===== src/hdl/ffha_pkg.sv =====
// ----------------------------------------------------------------------------
// ffha_pkg: shared types for the first-fit heap allocator
// Request kinds, datapath operation codes and the command/status groups that
// run between the controller and the datapath.
// ----------------------------------------------------------------------------
package ffha_pkg;

  localparam int HEAP_BYTES_DEF   = 65536;
  localparam int HEADER_BYTES_DEF = 32;
  localparam int ALIGN_BYTES_DEF  = 8;

  localparam int STAT_W  = 16;
  localparam int COUNT_W = 11;

  typedef enum logic [1:0] {
    KIND_ALLOC   = 2'd0,
    KIND_RELEASE = 2'd1,
    KIND_STATS   = 2'd2,
    KIND_NONE    = 2'd3
  } kind_t;

  // header-memory write operations
  typedef enum logic [2:0] {
    OP_NONE,
    OP_SETUP,
    OP_ALLOC,
    OP_SPLIT,
    OP_REL_MARK,
    OP_MERGE_NEXT,
    OP_MERGE_PREV
  } op_t;

  // header-memory read address source
  typedef enum logic [1:0] {
    RD_ZERO,
    RD_LINK,
    RD_PREV
  } rdsel_t;

  typedef struct packed {
    logic   load;
    logic   first;
    logic   advance;
    logic   latch;
    logic   accum;
    logic   out_load;
    op_t    op;
    rdsel_t rd_sel;
  } cmd_t;

  typedef struct packed {
    kind_t kind;
    logic  init_done;
    logic  req_bad;
    logic  fit;
    logic  split;
    logic  match;
    logic  blk_free;
    logic  last;
  } stat_t;

endpackage


===== src/hdl/ffha_ctrl.sv =====
// ----------------------------------------------------------------------------
// ffha_ctrl: allocator controller
// Sequences setup, the list walk, split and merge writes, and the output word
// handshake.
// ----------------------------------------------------------------------------
module ffha_ctrl (
  input  logic            clk,
  input  logic            rst,
  input  logic            in_valid,
  output logic            in_ready,
  output logic            out_valid,
  input  logic            out_ready,
  input  ffha_pkg::stat_t st,
  output ffha_pkg::cmd_t  cmd
);

  typedef enum logic [2:0] {
    S_IDLE,
    S_DECODE,
    S_WALK,
    S_SPLIT,
    S_MNEXT,
    S_MPREV,
    S_DONE
  } state_t;

  state_t state, state_next;
  logic   slot_free;

  assign in_ready  = (state == S_IDLE);
  assign slot_free = !out_valid || out_ready;

  always_comb begin
    cmd        = '0;
    cmd.op     = ffha_pkg::OP_NONE;
    cmd.rd_sel = ffha_pkg::RD_ZERO;
    state_next = state;
    unique case (state)
      S_IDLE: begin
        if (in_valid) begin
          cmd.load   = 1'b1;
          state_next = S_DECODE;
        end
      end
      S_DECODE: begin
        if (st.kind == ffha_pkg::KIND_NONE) begin
          state_next = S_DONE;
        end else if (!st.init_done) begin
          cmd.op = ffha_pkg::OP_SETUP;
        end else if (st.kind == ffha_pkg::KIND_ALLOC && st.req_bad) begin
          state_next = S_DONE;
        end else begin
          cmd.first  = 1'b1;
          state_next = S_WALK;
        end
      end
      S_WALK: begin
        cmd.latch = 1'b1;
        unique case (st.kind)
          ffha_pkg::KIND_ALLOC: begin
            if (st.fit) begin
              cmd.op     = ffha_pkg::OP_ALLOC;
              state_next = st.split ? S_SPLIT : S_DONE;
            end else if (st.last) begin
              state_next = S_DONE;
            end else begin
              cmd.advance = 1'b1;
              cmd.rd_sel  = ffha_pkg::RD_LINK;
            end
          end
          ffha_pkg::KIND_RELEASE: begin
            if (st.match) begin
              if (!st.blk_free) begin
                cmd.op     = ffha_pkg::OP_REL_MARK;
                cmd.rd_sel = ffha_pkg::RD_LINK;
                state_next = S_MNEXT;
              end else begin
                state_next = S_DONE;
              end
            end else if (st.last) begin
              state_next = S_DONE;
            end else begin
              cmd.advance = 1'b1;
              cmd.rd_sel  = ffha_pkg::RD_LINK;
            end
          end
          ffha_pkg::KIND_STATS: begin
            cmd.accum = 1'b1;
            if (st.last) begin
              state_next = S_DONE;
            end else begin
              cmd.advance = 1'b1;
              cmd.rd_sel  = ffha_pkg::RD_LINK;
            end
          end
          default: state_next = S_DONE;
        endcase
      end
      S_SPLIT: begin
        cmd.op     = ffha_pkg::OP_SPLIT;
        state_next = S_DONE;
      end
      S_MNEXT: begin
        cmd.op     = ffha_pkg::OP_MERGE_NEXT;
        cmd.rd_sel = ffha_pkg::RD_PREV;
        state_next = S_MPREV;
      end
      S_MPREV: begin
        cmd.op     = ffha_pkg::OP_MERGE_PREV;
        state_next = S_DONE;
      end
      S_DONE: begin
        if (slot_free) begin
          cmd.out_load = 1'b1;
          state_next   = S_IDLE;
        end
      end
      default: state_next = S_IDLE;
    endcase
  end

  always_ff @(posedge clk) begin
    if (rst) begin
      state     <= S_IDLE;
      out_valid <= 1'b0;
    end else begin
      state <= state_next;
      if (cmd.out_load) out_valid <= 1'b1;
      else if (out_ready) out_valid <= 1'b0;
    end
  end

endmodule


===== config.mk =====
export PLATFORM = sky130hd
export DESIGN_NAME = ffha_ctrl
export DESIGN_NICKNAME = d
export VERILOG_FILES = /design/src/hdl/ffha_pkg.sv /design/src/hdl/ffha_ctrl.sv
export SDC_FILE = /design/constraint.sdc
export NUM_CORES = 1
export LEC_CHECK = 0
export BUFFER_PORTS_ARGS = -buffer_cell sky130_fd_sc_hd__buf_2
export CELL_PAD_IN_SITES_DETAIL_PLACEMENT = 1
export CELL_PAD_IN_SITES_GLOBAL_PLACEMENT = 2
export CORE_MARGIN = 3
export CORE_UTILIZATION = 22
export DETAILED_ROUTE_END_ITERATION = 6
export PLACE_DENSITY_LB_ADDON = 0.3
export RECOVER_POWER = 100
export SYNTH_ARGS = -nofsm -noshare
export SYNTH_HDL_FRONTEND = slang
export SYNTH_SLANG_ARGS = --single-unit

===== constraint.sdc =====
create_clock -name clk -period 3.9 [get_ports clk]
set_input_delay 0.585 -clock clk [delete_from_list [all_inputs] [get_ports clk]]
set_output_delay 0.585 -clock clk [all_outputs]
set_load 0.01 [all_outputs]

# ---- After elaboration in Yosys (flattened, before gate mapping)
# Cells that the tools add are included.
dict set report op_classes {
  eq_ne 12
  mux 40
  reduce_logical 8
}
# operator count
set op_table {}
lappend op_table {{3-bit two-way mux} 11}
lappend op_table {{1-bit two-way mux} 18}
lappend op_table {{3-bit case mux with 6 select lines} 1}
lappend op_table {{3-bit case mux with 5 select lines} 1}
lappend op_table {{3-bit == test, second input constant} 3}
lappend op_table {{3-bit case mux with 3 select lines} 1}
lappend op_table {{3-bit by 2-bit == test with 1-bit output, second input constant} 2}
lappend op_table {{2-bit two-way mux} 3}
lappend op_table {{2-bit case mux with 3 select lines} 1}
lappend op_table {{3-bit case mux with 2 select lines} 1}
lappend op_table {{5-bit two-way mux} 1}
lappend op_table {{2-bit == test, second input constant} 2}
lappend op_table {{2-bit inequality test, second input constant} 2}
lappend op_table {{2-bit case mux with 2 select lines} 1}
lappend op_table {{3-bit by 1-bit == test with 1-bit output, second input constant} 1}
lappend op_table {{3-bit logical NOT} 1}
lappend op_table {{3-bit inequality test, second input constant} 1}
lappend op_table {{1-bit case mux with 3 select lines} 1}
lappend op_table {{3-bit AND reduction} 1}
lappend op_table {{2-bit by 1-bit == test with 1-bit output, second input constant} 1}
lappend op_table {{2-bit logical NOT} 1}
lappend op_table {{2-bit nonzero test} 1}
lappend op_table {{2-bit OR reduction} 1}
lappend op_table {{1-bit logical AND} 1}
lappend op_table {{2 further kinds} 2}
dict set report totals {
  reg_bits 4
  in_bits 13
  out_inout_bits 13
  elab_cells 62
}

# ---- Logic depth before layout (Yosys ltp)
dict set report logic_depth {
  word_depth 6
  ltp_mapped 5
  mapped_depth_nobuf 5
}

# ---- Worst setup path after synthesis
# No wires, ideal clock.
dict set report synth_path {
  path_kind {reg-to-output}
  start {reg state[1]}
  end {out cmd[0] in the netlist's numbering}
  arrival_ns 1.359
  t_required_ns 3.315
  setup_slack_ns 1.956
  path_stages_with_launch 4
  n_path_buf 0
  path_cell_list {dfxtp_1 > or3b_4 > nor3_1 > o21bai_1}
}
# item line
set synth_lines {}
lappend synth_lines {{start: declaration} ffha_ctrl.sv:27} ;# state_t state, state_next;
lappend synth_lines {{start signal: assignment} ffha_ctrl.sv:127} ;# state <= state_next;
lappend synth_lines {{end: declaration} ffha_ctrl.sv:14} ;# output ffha_pkg::cmd_t cmd

==> impl_metrics.tcl <==
set metrics [dict create \
    cp.required_ns 3.31 \
    hp-class "flip-flop to flip-flop" \
    seq_area_frac_synth_pct 17.4 \
    vias_per_cell 4.97 \
    synth_area_per_cell_um2 6.96 \
    synth_top_area_share_pct 17.4 \
    synth_nets 81 \
    worstSkewPairLatency_ns 0.23 \
    vias 576 \
    leakagePower_nw 0.252 \
    p_switching_uw 69.9 \
    final_area_um2 606 \
    final.min_clock_period_ns 2.66 \
    async_flop_share_pct 0 \
    die_w_um 51.7 \
    p_sw_share_pct 38.4 \
    grt_pass1_wl_um 2470 \
    syn_inst 66 \
    fmax_mhz 376 \
    setup_ws_ns 1.24 \
    power_density_nw_per_um2 301 \
    synth_edf_count 0 \
    post_cts_resized 0 \
    synth-seq-cells 4 \
    core_area_um2 1840 \
    synth.cells.most_frequent "nor2_1 (8), a21oi_1 (6), inv_1 (5), nand2_1 (5), dfxtp_1 (4)" \
    p_comb_share_pct 40.1 \
    worstSetupPathType "flip-flop to output pin" \
    finClkSkew_ns 0.00248 \
    syn-cell-area_um2 459 \
    drtIter0Drc 4 \
    grt_use_total_pct 12.0 \
    ios 26 \
    cts_root_buffer "clkbuf_4" \
    yosys.area.top_type "dfxtp_1" \
    path_max_fanout 16 \
    slew_viol_final 0 \
    grt-ovfl-total 0 \
    p_seq_share_pct 33.2 \
    ir_drop_v 0.000156 \
    grt_antenna_before_repair 0 \
    total_power_uw 182 \
    detail-route-antenna-nets 0 \
    power.internal_uw 112 \
    avgRoutedWirePerCell_um 12.6 \
    slew_headroom_pct 64.1 \
    drtPass1Iterations 4 \
    dp_hpwl_um 1190 \
    cts_setup_buffers 0 \
    rsz0062_at_grt "no" \
    critPathCaptureType "output pin" \
    syn2layout_area_growth_pct 31.9 \
    grt_pass1_vias 590 \
    worst_slew_pin_slew_ns 0.537 \
    stdcell_count 116 \
    cts_max_level 1 \
    status "finished, final reports clean" \
    cts_tree "yes" \
    grt_start_max_net_pins 18 \
    hold_buffers 0 \
    start_util_pct 25.0 \
    die_area_um2 2670 \
    setup_viol 0 \
    drc 0 \
    numCtsBuffers 3 \
    place_inst 113 \
    clk_pin_slew_ns 0.04 \
    wl_um 1460 \
    hold_slack_ns 0.499 \
    place_ws_ns 1.51 \
    synth.most_common_cell "nor2_1" \
    postPlaceCellArea_um2 601 \
    setup_tns_ns 0 \
    ys_top_cells_by_area "dfxtp_1 (17%), a21oi_1 (6.5%), nor2_1 (6.5%)" \
    rows 15 \
    cap_violations 0 \
    gp_congestion 0.795 \
    ys_types 30 \
    diodes 0 \
    chipHeight_um 51.7 \
    crit_arrival_ns 2.07 \
    nets 108 \
    fin_crit_sh_pct 68.1 \
    synth-main-ff-cell "dfxtp_1" \
    port_buffers 25 \
    fillers 258 \
    fin_util_pct 32.9 \
    synth_warnings 0 \
    cts_buffer_depth 2 \
    clock_sinks 4 \
    p_clk_share_pct 26.7 \
    worst_setup_path_start_kind "flip-flop" \
    finalHoldViolations 0 \
    drive_gt1_share_pct 19.8 \
]
-- cell families (layout without fill, tap and decap cells) --
| family | after synthesis | in the layout | share of synthesized area [%] |
|---|---|---|---|
| adders and majority gates | 2 | 2 | 5.45 |
| DFF | 4 | 4 | 17.4 |
| buffers and inverters | 8 | 33 | 7.36 |
| xor gates and xnor gates | 1 | 1 | 1.91 |
| AOI/OAI and AO/OA | 24 | 24 | 36.0 |
| and+or+nand+nor | 27 | 27 | 31.9 |
-- sequential cells by signal, indices dropped and copies added, names as in the netlist --
name,cells
state,3
out_valid,1
-- metal layers --
layer	track usage [%]	vias up	wire length, um	part of all wire, %
li1	-	298	-	-
met1	14.7	264	653	45
met2	22.0	14	757	52
met3	0.860	0	48	3.3
met4	3.93	0	0	0
met5	0	-	0	0
-- cell type report --
cell class	instances	area, um^2	share of cell area (%)
Multi-Input combinational cell	54	343	56.6
Sequential cell	4	80.1	13.2
Timing Repair Buffer	25	110	18.2
Clock buffer	3	22.5	3.72
Tap cell	25	31.3	5.17
Inverter	5	18.8	3.10
-- power by group through the flow --
stage	combinational (mW)	sequential, mW	clock [mW]
finish	0.0732	0.0605	0.0486
floorplan	0.0598	0.0503	0
detailed placement	0.0774	0.0616	0
global placement	0.0769	0.0611	0
CTS	0.0776	0.0608	0.0523
global route	0.0837	0.0625	0.0532
-- critical path, cell delays in order, from the launching register on --
cell	delay, ns
dfxtp_1	0.62
inv_1	0.18
ha_1	0.38
nor4_1	0.27
a31oi_1	0.07
o22ai_1	0.15
clkbuf_1	0.17
-- path summary, 6_finish.rpt --
| check | start | end | slack (ns) | cells after the start |
|---|---|---|---|---|
| max reg2reg | state[1] | state[2] | 2.10 | 4 |
| min | out_valid | out_valid | 0.50 | 2 |
| max | state[1] | cmd[4] | 1.24 | 6 |
| min reg2reg | out_valid | out_valid | 0.50 | 2 |
-- layout by cell type (no fill, tap or decap), types with 2 or more instances in the layout --
master	instances
buf_2	13
clkbuf_1	12
nor2_1	8
a21oi_1	6
inv_1	5
nand2_1	5
dfxtp_1	4
nor3_1	3
o22ai_1	3
clkbuf_4	3
nor2b_1	2
or3b_1	2
o21ai_0	2
a22oi_1	2
nor3b_1	2
a31oi_1	2
o31ai_1	2
ha_1	2
No activity file was read; power rests on OpenSTA's default activity.
